### src/psc_pkg.sv
`timescale 1ns / 1ps
`default_nettype none
// ----------------------------------------------------------------------------
// psc_pkg
// Shared types and constants of the panel scan controller.
// ----------------------------------------------------------------------------
package psc_pkg;

  localparam int MAX_DIGITS_DEF   = 8;
  localparam int MAX_CHANNELS_DEF = 16;
  localparam int MASTER_WORDS     = 6;
  localparam int KEY_ROWS         = 8;
  localparam int DIRTY_W          = 16;
  localparam int CFG_IDX_W        = 2;
  localparam int CFG_DATA_W       = 8;

  localparam logic [7:0] NO_KEY = 8'hff;

  typedef enum logic [1:0] {
    OP_TICK      = 2'd0,
    OP_WR_DIGIT  = 2'd1,
    OP_WR_MASTER = 2'd2,
    OP_RD_SAMPLE = 2'd3
  } psc_op_t;

  typedef enum logic [CFG_IDX_W-1:0] {
    CFG_DIGITS   = 2'd0,
    CFG_ROWS     = 2'd1,
    CFG_CHANNELS = 2'd2,
    CFG_DEBOUNCE = 2'd3
  } psc_cfg_idx_t;

  typedef struct packed {
    psc_op_t    op;
    logic [3:0] index;
    logic [7:0] value;
    logic [7:0] key_sense;
    logic [7:0] adc_sample;
  } psc_item_t;

  typedef struct packed {
    logic [3:0] digits;
    logic [3:0] rows;
    logic [4:0] channels;
    logic [7:0] debounce;
  } psc_cfg_t;

  // slot number and analog channel of the advanced phase
  typedef struct packed {
    logic [2:0] count;
    logic [3:0] chan;
  } psc_phase_t;

  typedef struct packed {
    logic [7:0] seg_row_enable;
    logic [7:0] seg_segments;
    logic [7:0] chan_leds;
    logic [7:0] master_leds;
    logic       master_update;
    logic [7:0] key_row_drive;
    logic [7:0] key_code;
    logic [7:0] key_stable_count;
  } psc_dk_res_t;

  typedef struct packed {
    logic [7:0]         adc_mux_word;
    logic               adc_convert_pulse;
    logic [DIRTY_W-1:0] adc_dirty_mask;
    logic [7:0]         read_value;
  } psc_adc_res_t;

  typedef struct packed {
    psc_dk_res_t  dk;
    psc_adc_res_t adc;
  } psc_result_t;

endpackage
`default_nettype wire

### src/psc_in_if.sv
`timescale 1ns / 1ps
`default_nettype none
// ----------------------------------------------------------------------------
// psc_in_if
// Input item channel: valid/ready handshake with op and operand fields.
// ----------------------------------------------------------------------------
interface psc_in_if;
  logic       valid;
  logic       ready;
  logic [1:0] op;
  logic [3:0] index;
  logic [7:0] value;
  logic [7:0] key_sense;
  logic [7:0] adc_sample;

  modport source (output valid, output op, output index, output value,
                  output key_sense, output adc_sample, input ready);
  modport sink   (input valid, input op, input index, input value,
                  input key_sense, input adc_sample, output ready);
endinterface
`default_nettype wire

### src/psc_out_if.sv
`timescale 1ns / 1ps
`default_nettype none
// ----------------------------------------------------------------------------
// psc_out_if
// Result item channel: valid/ready handshake with display, key and ADC fields.
// ----------------------------------------------------------------------------
interface psc_out_if;
  logic        valid;
  logic        ready;
  logic [7:0]  seg_row_enable;
  logic [7:0]  seg_segments;
  logic [7:0]  chan_leds;
  logic [7:0]  master_leds;
  logic        master_update;
  logic [7:0]  key_row_drive;
  logic [7:0]  adc_mux_word;
  logic        adc_convert_pulse;
  logic [7:0]  key_code;
  logic [7:0]  key_stable_count;
  logic [15:0] adc_dirty_mask;
  logic [7:0]  read_value;

  modport source (output valid, output seg_row_enable, output seg_segments,
                  output chan_leds, output master_leds, output master_update,
                  output key_row_drive, output adc_mux_word, output adc_convert_pulse,
                  output key_code, output key_stable_count, output adc_dirty_mask,
                  output read_value, input ready);
  modport sink   (input valid, input seg_row_enable, input seg_segments,
                  input chan_leds, input master_leds, input master_update,
                  input key_row_drive, input adc_mux_word, input adc_convert_pulse,
                  input key_code, input key_stable_count, input adc_dirty_mask,
                  input read_value, output ready);
endinterface
`default_nettype wire

### src/psc_disp_key.sv
`timescale 1ns / 1ps
`default_nettype none
// ----------------------------------------------------------------------------
// psc_disp_key
// Digit and master LED stores, display multiplexing and keyboard scan with
// debounce counter.
// ----------------------------------------------------------------------------
module psc_disp_key #(
  parameter int MAX_DIGITS = psc_pkg::MAX_DIGITS_DEF
) (
  input  wire logic               clk,
  input  wire logic               rst_n,
  input  wire logic               fire,
  input  wire psc_pkg::psc_item_t  item,
  input  wire psc_pkg::psc_phase_t ph,
  input  wire psc_pkg::psc_cfg_t   cfg,
  output psc_pkg::psc_dk_res_t     res
);
  import psc_pkg::*;

  localparam int DIG_AW    = (MAX_DIGITS > 1) ? $clog2(MAX_DIGITS) : 1;
  localparam int DIG_DEPTH = 1 << DIG_AW;

  logic [7:0] digit_r  [DIG_DEPTH];
  logic [7:0] master_r [MASTER_WORDS];
  logic [7:0] key_r, key_nxt;
  logic [7:0] cnt_r, cnt_nxt;

  logic       is_tick;
  logic [3:0] ndig;
  logic [3:0] nrows;
  logic       row_on;
  logic       row_scan;
  logic [3:0] col;
  logic       found;
  logic [7:0] code;
  logic [7:0] bit_sel;
  logic       dig_wr;
  logic       mst_wr;

  assign is_tick = (item.op == OP_TICK);
  assign ndig    = (cfg.digits > 4'(MAX_DIGITS)) ? 4'(MAX_DIGITS) : cfg.digits;
  assign nrows   = (cfg.rows > 4'(KEY_ROWS)) ? 4'(KEY_ROWS) : cfg.rows;
  assign row_on  = ({1'b0, ph.count} < nrows);
  assign bit_sel = 8'd1 << ph.count;
  assign dig_wr  = fire && (item.op == OP_WR_DIGIT) && ({1'b0, item.index} < 5'(MAX_DIGITS));
  assign mst_wr  = fire && (item.op == OP_WR_MASTER) &&
                   ({1'b0, item.index} < 5'(MASTER_WORDS));
  // a held key locks the scan to its own row
  assign row_scan = row_on && ((key_r == NO_KEY) || (key_r[7:3] == {2'b00, ph.count}));

  always_comb begin
    col   = 4'd8;
    found = 1'b0;
    for (int c = 0; c < 8; c++) begin
      if (!found && !item.key_sense[c]) begin
        col   = 4'(c);
        found = 1'b1;
      end
    end
  end

  assign code = found ? {2'b00, ph.count, col[2:0]} : NO_KEY;

  always_comb begin
    key_nxt = key_r;
    cnt_nxt = cnt_r;
    if (is_tick && row_scan) begin
      if (code == key_r) begin
        if (cnt_r < cfg.debounce) begin
          cnt_nxt = cnt_r + 8'd1;
        end
      end else begin
        cnt_nxt = 8'd0;
        key_nxt = code;
      end
    end
  end

  always_comb begin
    res = '0;
    res.key_row_drive    = 8'hff;
    res.key_code         = key_nxt;
    res.key_stable_count = cnt_nxt;
    if (is_tick) begin
      if ({1'b0, ph.count} < ndig) begin
        res.seg_row_enable = bit_sel;
        res.seg_segments   = digit_r[ph.count[DIG_AW-1:0]];
      end
      // slots 0, 1 and 3: each drives the channel and master LEDs from two master words
      case (ph.count)
        3'd0: begin
          res.chan_leds     = master_r[0];
          res.master_leds   = master_r[1];
          res.master_update = 1'b1;
        end
        3'd1: begin
          res.chan_leds     = master_r[2];
          res.master_leds   = master_r[3];
          res.master_update = 1'b1;
        end
        3'd3: begin
          res.chan_leds     = master_r[4];
          res.master_leds   = master_r[5];
          res.master_update = 1'b1;
        end
        default: begin
          res.master_update = 1'b0;
        end
      endcase
      if (row_on) begin
        res.key_row_drive = ~bit_sel;
      end
    end
  end

  always_ff @(posedge clk) begin
    if (!rst_n) begin
      key_r <= NO_KEY;
      cnt_r <= 8'd0;
      for (int i = 0; i < DIG_DEPTH; i++) begin
        digit_r[i] <= 8'd0;
      end
      for (int i = 0; i < MASTER_WORDS; i++) begin
        master_r[i] <= 8'd0;
      end
    end else begin
      if (fire) begin
        key_r <= key_nxt;
        cnt_r <= cnt_nxt;
      end
      if (dig_wr) begin
        digit_r[item.index[DIG_AW-1:0]] <= item.value;
      end
      if (mst_wr) begin
        master_r[item.index[2:0]] <= item.value;
      end
    end
  end

  a_key_row_valid: assert property (@(posedge clk) disable iff (!rst_n)
    (key_r == NO_KEY) || (key_r[7:6] == 2'b00))
    else $error("key code row out of range");

  a_key_change_clears: assert property (@(posedge clk) disable iff (!rst_n)
    (fire && (key_nxt != key_r)) |=> (cnt_r == 8'd0))
    else $error("debounce count not cleared on key change");

  a_key_hold_non_tick: assert property (@(posedge clk) disable iff (!rst_n)
    (fire && !is_tick) |=> ($stable(key_r) && $stable(cnt_r)))
    else $error("key state changed on a non-tick item");

endmodule
`default_nettype wire

### src/psc_adc.sv
`timescale 1ns / 1ps
`default_nettype none
// ----------------------------------------------------------------------------
// psc_adc
// Analog multiplexer sequencing, per-channel sample store with deadband and
// dirty marks, sample read-back.
// ----------------------------------------------------------------------------
module psc_adc #(
  parameter int MAX_CHANNELS = psc_pkg::MAX_CHANNELS_DEF
) (
  input  wire logic               clk,
  input  wire logic               rst_n,
  input  wire logic               fire,
  input  wire psc_pkg::psc_item_t  item,
  input  wire psc_pkg::psc_phase_t ph,
  input  wire psc_pkg::psc_cfg_t   cfg,
  output psc_pkg::psc_adc_res_t    res
);
  import psc_pkg::*;

  localparam int CH_AW    = (MAX_CHANNELS > 1) ? $clog2(MAX_CHANNELS) : 1;
  localparam int CH_DEPTH = 1 << CH_AW;

  logic [7:0]         sample_r [CH_DEPTH];
  logic [DIRTY_W-1:0] dirty_r, dirty_nxt;
  logic [7:0]         mux_r, mux_nxt;

  logic [4:0] nch;
  logic       chan_on;
  logic [3:0] raddr;
  logic [7:0] rdata;
  logic [7:0] diff;
  logic       take;
  logic [4:0] nxt_full;
  logic [3:0] nxt;
  logic [7:0] word;
  logic       wr_en;
  logic       rd_ok;

  assign nch     = (cfg.channels > 5'(MAX_CHANNELS)) ? 5'(MAX_CHANNELS) : cfg.channels;
  assign chan_on = ({1'b0, ph.chan} < nch);
  assign rd_ok   = ({1'b0, item.index} < 5'(MAX_CHANNELS));
  // reads and tick updates never happen in the same item, so one read port
  assign raddr   = (item.op == OP_RD_SAMPLE) ? item.index : ph.chan;
  assign rdata   = sample_r[raddr[CH_AW-1:0]];
  assign diff    = rdata - item.adc_sample;
  assign take    = !((diff == 8'h00) || (diff == 8'h01) || (diff == 8'hff));

  assign nxt_full = {1'b0, ph.chan} + 5'd1;
  assign nxt      = (nxt_full >= nch) ? 4'd0 : nxt_full[3:0];

  always_comb begin
    word = {2'b00, nxt[0], nxt[1], nxt[2], 3'b111};
    if (nxt[3]) begin
      word[1] = 1'b0;
    end else begin
      word[2] = 1'b0;
    end
  end

  always_comb begin
    dirty_nxt = dirty_r;
    mux_nxt   = mux_r;
    wr_en     = 1'b0;
    res       = '0;
    case (item.op)
      OP_TICK: begin
        if (chan_on) begin
          if (!ph.count[0] && take) begin
            wr_en     = 1'b1;
            dirty_nxt = dirty_r | (DIRTY_W'(1) << ph.chan);
          end
          mux_nxt               = word;
          res.adc_convert_pulse = ph.count[0];
        end
      end
      OP_RD_SAMPLE: begin
        if (rd_ok) begin
          res.read_value = rdata;
          dirty_nxt      = dirty_r & ~(DIRTY_W'(1) << item.index);
        end
      end
      default: begin
        wr_en = 1'b0;
      end
    endcase
    res.adc_mux_word   = mux_nxt;
    res.adc_dirty_mask = dirty_nxt;
  end

  always_ff @(posedge clk) begin
    if (!rst_n) begin
      dirty_r <= '0;
      mux_r   <= 8'd0;
      for (int i = 0; i < CH_DEPTH; i++) begin
        sample_r[i] <= 8'd0;
      end
    end else if (fire) begin
      dirty_r <= dirty_nxt;
      mux_r   <= mux_nxt;
      if (wr_en) begin
        sample_r[ph.chan[CH_AW-1:0]] <= item.adc_sample;
      end
    end
  end

  a_read_clears_dirty: assert property (@(posedge clk) disable iff (!rst_n)
    (fire && (item.op == OP_RD_SAMPLE) && rd_ok) |=> !dirty_r[$past(item.index)])
    else $error("sample read left its dirty bit set");

  a_sample_write_even: assert property (@(posedge clk) disable iff (!rst_n)
    (fire && wr_en) |-> ((item.op == OP_TICK) && !ph.count[0] && chan_on))
    else $error("sample written outside an even tick");

  a_mux_word_form: assert property (@(posedge clk) disable iff (!rst_n)
    (mux_r == 8'd0) || ((mux_r[7:6] == 2'b00) && mux_r[0] && (mux_r[1] != mux_r[2])))
    else $error("malformed mux word");

endmodule
`default_nettype wire

### src/panel_scan_controller_core.sv
`timescale 1ns / 1ps
`default_nettype none
// ----------------------------------------------------------------------------
// panel_scan_controller_core
// Keyboard / display / ADC-multiplexer scan controller with item handshake.
// ----------------------------------------------------------------------------
// path: item held in the input register, its result then in the result register
// throughput: one item per cycle; input register and result register each
//   hold one item, so while a result waits for its sink the input takes one
//   more item and then drops ready until the result is taken
// reset (rst_n low, synchronous): all stores, dirty bits, phase, debounce
//   state and mux word cleared, key code set to no key, registers to defaults
// ----------------------------------------------------------------------------
module panel_scan_controller_core #(
  parameter int MAX_DIGITS   = psc_pkg::MAX_DIGITS_DEF,
  parameter int MAX_CHANNELS = psc_pkg::MAX_CHANNELS_DEF
) (
  input  wire logic                           clk,
  input  wire logic                           rst_n,
  psc_in_if.sink                               in_ch,
  psc_out_if.source                            out_ch,
  input  wire logic                           cfg_we,
  input  wire logic [psc_pkg::CFG_IDX_W-1:0]  cfg_index,
  input  wire logic [psc_pkg::CFG_DATA_W-1:0] cfg_wdata
);
  import psc_pkg::*;

  psc_cfg_t    cfg_r;
  logic [4:0]  phase_r, phase_nxt;
  logic [4:0]  phase_inc;
  logic        in_vld_r;
  psc_item_t   in_r;
  logic        out_vld_r;
  psc_result_t out_r;

  logic         move;
  logic         accept;
  psc_phase_t   ph;
  psc_dk_res_t  dk_res;
  psc_adc_res_t adc_res;

  // item leaves the input register when the result register is free or being taken
  assign move   = in_vld_r && (!out_vld_r || out_ch.ready);
  assign accept = in_ch.valid && in_ch.ready;
  assign in_ch.ready = !in_vld_r || move;

  assign phase_inc = phase_r + 5'd1;
  assign ph.count  = phase_inc[2:0];
  assign ph.chan   = phase_inc[4:1];
  assign phase_nxt = (in_r.op == OP_TICK) ? phase_inc : phase_r;

  psc_disp_key #(
    .MAX_DIGITS (MAX_DIGITS)
  ) u_disp_key (
    .clk   (clk),
    .rst_n (rst_n),
    .fire  (move),
    .item  (in_r),
    .ph    (ph),
    .cfg   (cfg_r),
    .res   (dk_res)
  );

  psc_adc #(
    .MAX_CHANNELS (MAX_CHANNELS)
  ) u_adc (
    .clk   (clk),
    .rst_n (rst_n),
    .fire  (move),
    .item  (in_r),
    .ph    (ph),
    .cfg   (cfg_r),
    .res   (adc_res)
  );

  always_ff @(posedge clk) begin
    if (!rst_n) begin
      cfg_r.digits   <= 4'd8;
      cfg_r.rows     <= 4'd8;
      cfg_r.channels <= 5'd16;
      cfg_r.debounce <= 8'd8;
    end else if (cfg_we) begin
      case (cfg_index)
        CFG_DIGITS:   cfg_r.digits   <= cfg_wdata[3:0];
        CFG_ROWS:     cfg_r.rows     <= cfg_wdata[3:0];
        CFG_CHANNELS: cfg_r.channels <= cfg_wdata[4:0];
        CFG_DEBOUNCE: cfg_r.debounce <= cfg_wdata;
        default:      cfg_r.debounce <= cfg_r.debounce;
      endcase
    end
  end

  always_ff @(posedge clk) begin
    if (!rst_n) begin
      phase_r   <= 5'd0;
      in_vld_r  <= 1'b0;
      out_vld_r <= 1'b0;
    end else begin
      if (accept) begin
        in_vld_r <= 1'b1;
      end else if (move) begin
        in_vld_r <= 1'b0;
      end
      if (move) begin
        out_vld_r <= 1'b1;
        phase_r   <= phase_nxt;
      end else if (out_ch.ready) begin
        out_vld_r <= 1'b0;
      end
    end
  end

  // payload registers
  always_ff @(posedge clk) begin
    if (accept) begin
      in_r.op         <= psc_op_t'(in_ch.op);
      in_r.index      <= in_ch.index;
      in_r.value      <= in_ch.value;
      in_r.key_sense  <= in_ch.key_sense;
      in_r.adc_sample <= in_ch.adc_sample;
    end
    if (move) begin
      out_r.dk  <= dk_res;
      out_r.adc <= adc_res;
    end
  end

  assign out_ch.valid             = out_vld_r;
  assign out_ch.seg_row_enable    = out_r.dk.seg_row_enable;
  assign out_ch.seg_segments      = out_r.dk.seg_segments;
  assign out_ch.chan_leds         = out_r.dk.chan_leds;
  assign out_ch.master_leds       = out_r.dk.master_leds;
  assign out_ch.master_update     = out_r.dk.master_update;
  assign out_ch.key_row_drive     = out_r.dk.key_row_drive;
  assign out_ch.adc_mux_word      = out_r.adc.adc_mux_word;
  assign out_ch.adc_convert_pulse = out_r.adc.adc_convert_pulse;
  assign out_ch.key_code          = out_r.dk.key_code;
  assign out_ch.key_stable_count  = out_r.dk.key_stable_count;
  assign out_ch.adc_dirty_mask    = out_r.adc.adc_dirty_mask;
  assign out_ch.read_value        = out_r.adc.read_value;

  a_move_fills_output: assert property (@(posedge clk) disable iff (!rst_n)
    move |=> out_vld_r)
    else $error("moved item did not reach the result register");

  a_phase_tick_step: assert property (@(posedge clk) disable iff (!rst_n)
    (move && (in_r.op == OP_TICK)) |=> (phase_r == 5'($past(phase_r) + 5'd1)))
    else $error("phase did not advance on a tick");

  a_phase_hold: assert property (@(posedge clk) disable iff (!rst_n)
    !(move && (in_r.op == OP_TICK)) |=> $stable(phase_r))
    else $error("phase changed without a tick");

endmodule
`default_nettype wire

### src/flat_wrapper.sv
// flat-port wrapper written by rule: the top's interface ports become plain ports
module panel_scan_controller_core_flat import psc_pkg::*;
#(
  parameter int MAX_DIGITS   = psc_pkg::MAX_DIGITS_DEF,
  parameter int MAX_CHANNELS = psc_pkg::MAX_CHANNELS_DEF
)
  (clk, rst_n, cfg_we, cfg_index, cfg_wdata, in_ch_valid, in_ch_op, in_ch_index, in_ch_value, in_ch_key_sense, in_ch_adc_sample, in_ch_ready, out_ch_valid, out_ch_seg_row_enable, out_ch_seg_segments, out_ch_chan_leds, out_ch_master_leds, out_ch_master_update, out_ch_key_row_drive, out_ch_adc_mux_word, out_ch_adc_convert_pulse, out_ch_key_code, out_ch_key_stable_count, out_ch_adc_dirty_mask, out_ch_read_value, out_ch_ready);
  psc_in_if in_ch_i ();
  psc_out_if out_ch_i ();
  input  wire logic clk;
  input  wire logic rst_n;
  input  wire logic cfg_we;
  input  wire logic [psc_pkg::CFG_IDX_W-1:0] cfg_index;
  input  wire logic [psc_pkg::CFG_DATA_W-1:0] cfg_wdata;
  input wire logic [$bits(in_ch_i.valid)-1:0] in_ch_valid;
  input wire logic [$bits(in_ch_i.op)-1:0] in_ch_op;
  input wire logic [$bits(in_ch_i.index)-1:0] in_ch_index;
  input wire logic [$bits(in_ch_i.value)-1:0] in_ch_value;
  input wire logic [$bits(in_ch_i.key_sense)-1:0] in_ch_key_sense;
  input wire logic [$bits(in_ch_i.adc_sample)-1:0] in_ch_adc_sample;
  output wire logic [$bits(in_ch_i.ready)-1:0] in_ch_ready;
  output wire logic [$bits(out_ch_i.valid)-1:0] out_ch_valid;
  output wire logic [$bits(out_ch_i.seg_row_enable)-1:0] out_ch_seg_row_enable;
  output wire logic [$bits(out_ch_i.seg_segments)-1:0] out_ch_seg_segments;
  output wire logic [$bits(out_ch_i.chan_leds)-1:0] out_ch_chan_leds;
  output wire logic [$bits(out_ch_i.master_leds)-1:0] out_ch_master_leds;
  output wire logic [$bits(out_ch_i.master_update)-1:0] out_ch_master_update;
  output wire logic [$bits(out_ch_i.key_row_drive)-1:0] out_ch_key_row_drive;
  output wire logic [$bits(out_ch_i.adc_mux_word)-1:0] out_ch_adc_mux_word;
  output wire logic [$bits(out_ch_i.adc_convert_pulse)-1:0] out_ch_adc_convert_pulse;
  output wire logic [$bits(out_ch_i.key_code)-1:0] out_ch_key_code;
  output wire logic [$bits(out_ch_i.key_stable_count)-1:0] out_ch_key_stable_count;
  output wire logic [$bits(out_ch_i.adc_dirty_mask)-1:0] out_ch_adc_dirty_mask;
  output wire logic [$bits(out_ch_i.read_value)-1:0] out_ch_read_value;
  input wire logic [$bits(out_ch_i.ready)-1:0] out_ch_ready;
  assign in_ch_i.valid = in_ch_valid;
  assign in_ch_i.op = in_ch_op;
  assign in_ch_i.index = in_ch_index;
  assign in_ch_i.value = in_ch_value;
  assign in_ch_i.key_sense = in_ch_key_sense;
  assign in_ch_i.adc_sample = in_ch_adc_sample;
  assign in_ch_ready = in_ch_i.ready;
  assign out_ch_valid = out_ch_i.valid;
  assign out_ch_seg_row_enable = out_ch_i.seg_row_enable;
  assign out_ch_seg_segments = out_ch_i.seg_segments;
  assign out_ch_chan_leds = out_ch_i.chan_leds;
  assign out_ch_master_leds = out_ch_i.master_leds;
  assign out_ch_master_update = out_ch_i.master_update;
  assign out_ch_key_row_drive = out_ch_i.key_row_drive;
  assign out_ch_adc_mux_word = out_ch_i.adc_mux_word;
  assign out_ch_adc_convert_pulse = out_ch_i.adc_convert_pulse;
  assign out_ch_key_code = out_ch_i.key_code;
  assign out_ch_key_stable_count = out_ch_i.key_stable_count;
  assign out_ch_adc_dirty_mask = out_ch_i.adc_dirty_mask;
  assign out_ch_read_value = out_ch_i.read_value;
  assign out_ch_i.ready = out_ch_ready;
  panel_scan_controller_core #(.MAX_DIGITS(MAX_DIGITS), .MAX_CHANNELS(MAX_CHANNELS)) u_core (.clk(clk), .rst_n(rst_n), .in_ch(in_ch_i), .out_ch(out_ch_i), .cfg_we(cfg_we), .cfg_index(cfg_index), .cfg_wdata(cfg_wdata));
endmodule
### config.mk
export PLATFORM = sky130hd
export DESIGN_NAME = panel_scan_controller_core_flat
export DESIGN_NICKNAME = d
export VERILOG_FILES = /design/src/psc_pkg.sv /design/src/psc_in_if.sv /design/src/psc_out_if.sv /design/src/psc_disp_key.sv /design/src/psc_adc.sv /design/src/panel_scan_controller_core.sv /design/src/flat_wrapper.sv
export SDC_FILE = /design/constraint.sdc
export NUM_CORES = 1
export LEC_CHECK = 0
export CORE_ASPECT_RATIO = 1.2
export CORE_MARGIN = 3
export CORE_UTILIZATION = 65
export CTS_CLUSTER_DIAMETER = 80
export DETAILED_ROUTE_END_ITERATION = 6
export DONT_BUFFER_PORTS = 1
export HOLD_SLACK_MARGIN = 0.05
export PLACE_DENSITY = 0.81
export SYNTH_ARGS = -nofsm -noshare
export SYNTH_HDL_FRONTEND = slang
export SYNTH_SLANG_ARGS = --single-unit
### constraint.sdc
create_clock -name clk -period 19.6 [get_ports clk]
set_input_delay 0.98 -clock clk [delete_from_list [all_inputs] [get_ports clk]]
set_output_delay 0.98 -clock clk [all_outputs]
set_load 0.05 [all_outputs]
==> metrics.log <==
INFO  metric synthMuxAreaShare = 3.59%
INFO  metric ys.flop_type = sky130_fd_sc_hd__edfxtp_1
INFO  metric skew_final = 0.0259 ns
INFO  metric effective_utilization_at_floorplan = 66.7%
INFO  metric status = finished, violations left
INFO  metric critical_path_s_most_frequent_cell = sky130_fd_sc_hd__o21a_1
INFO  metric worst_skew_pair.late_latency = 0.56 ns
INFO  metric final_critical_path_setup_slack = 11.32 ns
INFO  metric numClockSinks = 428
INFO  metric final_antenna_net_count = 0
INFO  metric power_switching = 0.465 mW
INFO  metric setup_repair_after_global_routing_missed_its_margin = false
INFO  metric grt_pass1_vias = 13800
INFO  metric worst-endpoint-arrival = 8.46 ns
INFO  metric place_hpwl = 32400 um
INFO  metric finalSetupTns = 0 ns
INFO  metric synth_sequential_area_ratio = 60.9%
INFO  metric fraction_of_synthesized_cell_area_in_xor_and_xnor_cells = 1.20%
INFO  metric worst_ir_drop_vdd = 0.0844 mV
INFO  metric grt_antenna_before_repair = 1
INFO  metric finish.net_count = 1780
INFO  metric fillerInstances = 1962
INFO  metric synth-warning-count = 0
INFO  metric cts.root.buffer_cell = sky130_fd_sc_hd__clkbuf_16
INFO  metric timing.setup.critical_path_class = reg2reg
INFO  metric cts_hold_buffers = 0
INFO  metric max-clock-path-buffers = 3
INFO  metric final_max_slew_viol_count = 0
INFO  metric portion_of_total_power_attributed_to_sequential_cells = 53.5%
INFO  metric failed_checks = DRC
INFO  metric grt-ovfl-total = 0
INFO  metric critPathMaxStageDelay = 1.11 ns
INFO  metric final_hold_viol_count = 0
INFO  metric flow.area_growth_from_synthesis = 7.65%
INFO  metric finalSetupViolCount = 0
INFO  metric timing.reg2reg.worst_path_depth = 19
INFO  metric die_width = 166 um
INFO  metric reg2reg_slack = 11.32 ns
INFO  metric ioPinCount = 137
INFO  metric die_outline_area = 32900 sq um
INFO  metric yosys.cell_types.count = 63
INFO  metric synthSimpleGateAreaFrac = 19.5%
INFO  metric max_cap_violations = 0
INFO  metric crit_path_top_delay_cell = sky130_fd_sc_hd__mux2_2
INFO  metric min_delay_worst_endpoint = u_core.cfg_r[7]
INFO  metric hold_start = u_core.cfg_r[7]
INFO  metric regToRegStartpoint = u_core.in_r[29]
INFO  metric postCtsSetupBuffers = 0
INFO  metric cts_resized = 0
INFO  metric hp-class = reg2reg
INFO  metric tightest_slew = 1.29 ns
INFO  metric final_util = 71.8%
INFO  metric drt-wirelength-per-cell = 23.5 um
INFO  metric final_cells = 2111
INFO  metric core_region = 30000 sq um
INFO  metric rr_endpoint = u_core.u_adc.sample_r[14][5]
INFO  metric syn_area = 20000 sq um
INFO  metric io_buffers = 0
INFO  metric final_layout_size_suffix_gt1_share = 6.86%
INFO  metric min_period_over_period = 42.2%
INFO  metric power.share.switching = 23.3%
INFO  metric postSynthAreaPerCell = 11.4 sq um
INFO  metric chipHeight = 198 um
INFO  metric groute.usage.overall = 29.9%
INFO  metric synth_top_family_by_area = simple AND/OR/NAND/NOR gates
INFO  metric synth_cells = 1751
INFO  metric total_leakage_power = 7.50 nW
INFO  metric maximum_number_of_pins_on_one_net_before_global_route_repair = 104
INFO  metric clk_pin_slew = 0.06 ns
INFO  metric min_period = 8.28 ns
INFO  metric placed_instances = 2035
INFO  metric p_int = 1.53 mW
INFO  metric cp_max_fo = 56
INFO  metric first_pass_grt_wire_length = 76800 um
INFO  metric critPathLaunchType = flop
INFO  metric final_design_area_excluding_fillers = 21500 sq um
INFO  metric wirelength = 49600 um
INFO  metric synth_enable_flop_cells = 360
INFO  metric comb_power_share = 6.3%
INFO  metric drt_drc = 4
INFO  metric timing.critical_path.cells = ha_1 -> clkinv_1 -> mux2_2 -> nand2_1 -> and3_1 -> a311oi_1 -> a311oi_1 -> a31oi_1 -> ha_1 -> nor2b_1 -> o31a_1 -> o21a_1 -> o21a_1 -> o21a_1 -> nor2_1 -> xnor3_1 -> mux2_4 -> or4_1 -> o21ai_0
INFO  metric routabilityCongestion = 0.991
INFO  metric cts_tree = done
INFO  metric synth_adder_area_share = 2.85%
INFO  metric row_count = 69
INFO  metric ctsHtreeMaxLevel = 2
INFO  metric slew_headroom = 13.4%
INFO  metric dr.pass1.iters = 7
INFO  metric initialDrtViolationCount = 2027
INFO  metric post-place-ws = 11.56 ns
INFO  metric route.detailed.vias_per_inst = 6.66
INFO  metric tritoncts.num_buffers = 42
INFO  metric placed_cell_area = 20200 sq um
INFO  metric pwr_density_cell = 92.5 nW/um^2
INFO  metric timing.critical_path.required = 19.78 ns
INFO  metric crit_path_end_kind = flop
INFO  metric synth_compound_gate_area_share = 8.70%
INFO  metric holdPathStages = 2
INFO  metric synth-async-reset-ratio = 0%
INFO  metric achievable-frequency = 0.121 GHz
INFO  metric synth.net_count = 1841
INFO  metric synth.ff_latch_count = 428
INFO  metric clock_power_share = 40.2%
INFO  metric routed-via-count = 14100
area by class of cell:
| class | count | area (sq um) | share of cell area, % |
|---|---|---|---|
| multi-input combinational | 1154 | 7190 | 33.4 |
| tap | 390 | 488 | 2.27 |
| inverter | 42 | 161 | 0.750 |
| sequential | 428 | 12200 | 56.6 |
| antenna | 1 | 2.50 | 0.0116 |
| timing repair buffer | 22 | 163 | 0.756 |
| clock buffer | 53 | 1110 | 5.18 |
| clock inverter | 21 | 231 | 1.08 |
registers in the layout (all words and copies together), names as in the netlist, 5 cells and up:
name / flops
u_core.u_adc.sample_r: 128
u_core.phase_r: 5
u_core.out_ch.key_row_drive: 8
u_core.out_ch.adc_mux_word: 8
u_core.u_disp_key.master_r: 48
u_core.u_adc.mux_r: 8
u_core.out_ch.seg_segments: 8
u_core.out_ch.chan_leds: 8
u_core.u_disp_key.key_r: 8
u_core.out_ch.master_leds: 8
u_core.cfg_r: 21
u_core.out_ch.key_code: 8
u_core.out_ch.seg_row_enable: 8
u_core.out_ch.read_value: 8
u_core.u_disp_key.cnt_r: 8
u_core.out_ch.adc_dirty_mask: 16
u_core.u_adc.dirty_r: 16
u_core.in_r: 30
u_core.u_disp_key.digit_r: 64
u_core.out_ch.key_stable_count: 8
cells in the mapped netlist, types with 13 or more instances:
master | number | area share (%)
sky130_fd_sc_hd__edfxtp_1 | 360 | 54
sky130_fd_sc_hd__nand2_1 | 270 | 5.1
sky130_fd_sc_hd__and2_1 | 134 | 4.2
sky130_fd_sc_hd__clkbuf_1 | 103 | 1.9
sky130_fd_sc_hd__nor4_1 | 92 | 2.9
sky130_fd_sc_hd__dfxtp_1 | 68 | 6.8
sky130_fd_sc_hd__nor2_1 | 65 | 1.2
sky130_fd_sc_hd__nand3_1 | 60 | 1.5
sky130_fd_sc_hd__o21ai_0 | 58 | 1.5
sky130_fd_sc_hd__a21oi_1 | 56 | 1.4
sky130_fd_sc_hd__nor3_1 | 48 | 1.2
sky130_fd_sc_hd__ha_1 | 44 | 2.8
sky130_fd_sc_hd__inv_1 | 37 | 0.69
sky130_fd_sc_hd__and3_1 | 29 | 0.91
sky130_fd_sc_hd__mux2i_1 | 28 | 1.4
sky130_fd_sc_hd__nor2b_1 | 27 | 0.85
sky130_fd_sc_hd__a22oi_1 | 20 | 0.75
sky130_fd_sc_hd__o21a_1 | 17 | 0.64
sky130_fd_sc_hd__buf_1 | 16 | 0.30
sky130_fd_sc_hd__mux4_2 | 16 | 1.8
sky130_fd_sc_hd__nand2b_1 | 16 | 0.50
sky130_fd_sc_hd__o211ai_1 | 16 | 0.60
sky130_fd_sc_hd__a311oi_1 | 14 | 0.61
sky130_fd_sc_hd__a21boi_0 | 13 | 0.49
stage by stage:
stage,hold slack (ns),total power [mW]
after floorplan,0.432,1.17
after global placement,0.439,1.20
after detailed placement,0.460,1.20
after CTS,0.468,1.99
after global routing,0.483,2.04
final,0.468,1.99
kinds of logic after synthesis:
kind of cell             after synthesis
AO/OA/AOI/OAI                        262
buffers and inverters                169
flip-flops                           428
XOR/XNOR                              25
multiplexers                          50
adder cells (fa/ha/maj)               45
AND/OR/NAND/NOR                      772
routing by layer:
layer  part of all wire, %  wire length [um]  GRT usage [%]  vias up
li1                      -                 -              -     6295
met1                    35             17300           35.7     6690
met2                    50             24800           51.3      847
met3                   9.1              4500           6.07      223
met4                   6.2              3080           16.8        2
met5                 0.038                19              0        -
how the worst max path moves through the flow:
| stage | slack (ns) | from | cells past startpoint | to |
|---|---|---|---|---|
| finish | 11.32 | u_core.in_r[29] | 19 | u_core.u_adc.sample_r[14][5] |
| global route | 10.95 | u_core.in_r[29] | 19 | u_core.u_adc.sample_r[15][1] |
| CTS | 11.56 | u_core.in_r[29] | 19 | u_core.u_adc.sample_r[12][2] |
| detailed placement | 11.56 | u_core.in_r[29] | 19 | u_core.u_adc.sample_r[14][5] |
| global placement | 11.85 | u_core.in_r[28] | 18 | u_core.u_adc.sample_r[13][3] |
| floorplan | 13.04 | u_core.phase_r[0] | 21 | u_core.u_adc.sample_r[4][0] |
power groups by stage:
stage               sequential, mW  combinational, mW  clock (mW)
finish                        1.06              0.125       0.800
global placement              1.08              0.118           0
detailed placement            1.08              0.121           0
floorplan                     1.07             0.0947           0
CTS                           1.06              0.122       0.803
global route                  1.07              0.135       0.842
layout by cell type, fill, tap and decap left out, drive strengths merged, types with 42 or more instances in the layout:
cell type,netlist,routed
a21oi,56,56
and2,135,135
clkbuf,103,53
dfxtp,68,68
edfxtp,360,360
ha,44,44
inv,39,42
nand2,270,270
nand3,60,60
nor2,65,65
nor3,48,48
nor4,92,92
o21ai,58,58
critical path, delay by kind of cell, from the launching register on:
kind	cells	cell delay [ns]
and+or+nand+nor	5	1.44
adders and majority gates	2	1.04
buffers and inverters	1	0.54
xor gates and xnor gates	1	0.34
DFF	1	0.38
muxes	2	1.58
AOI/OAI and AO/OA	8	2.55
(Power assumes the default switching activity.)
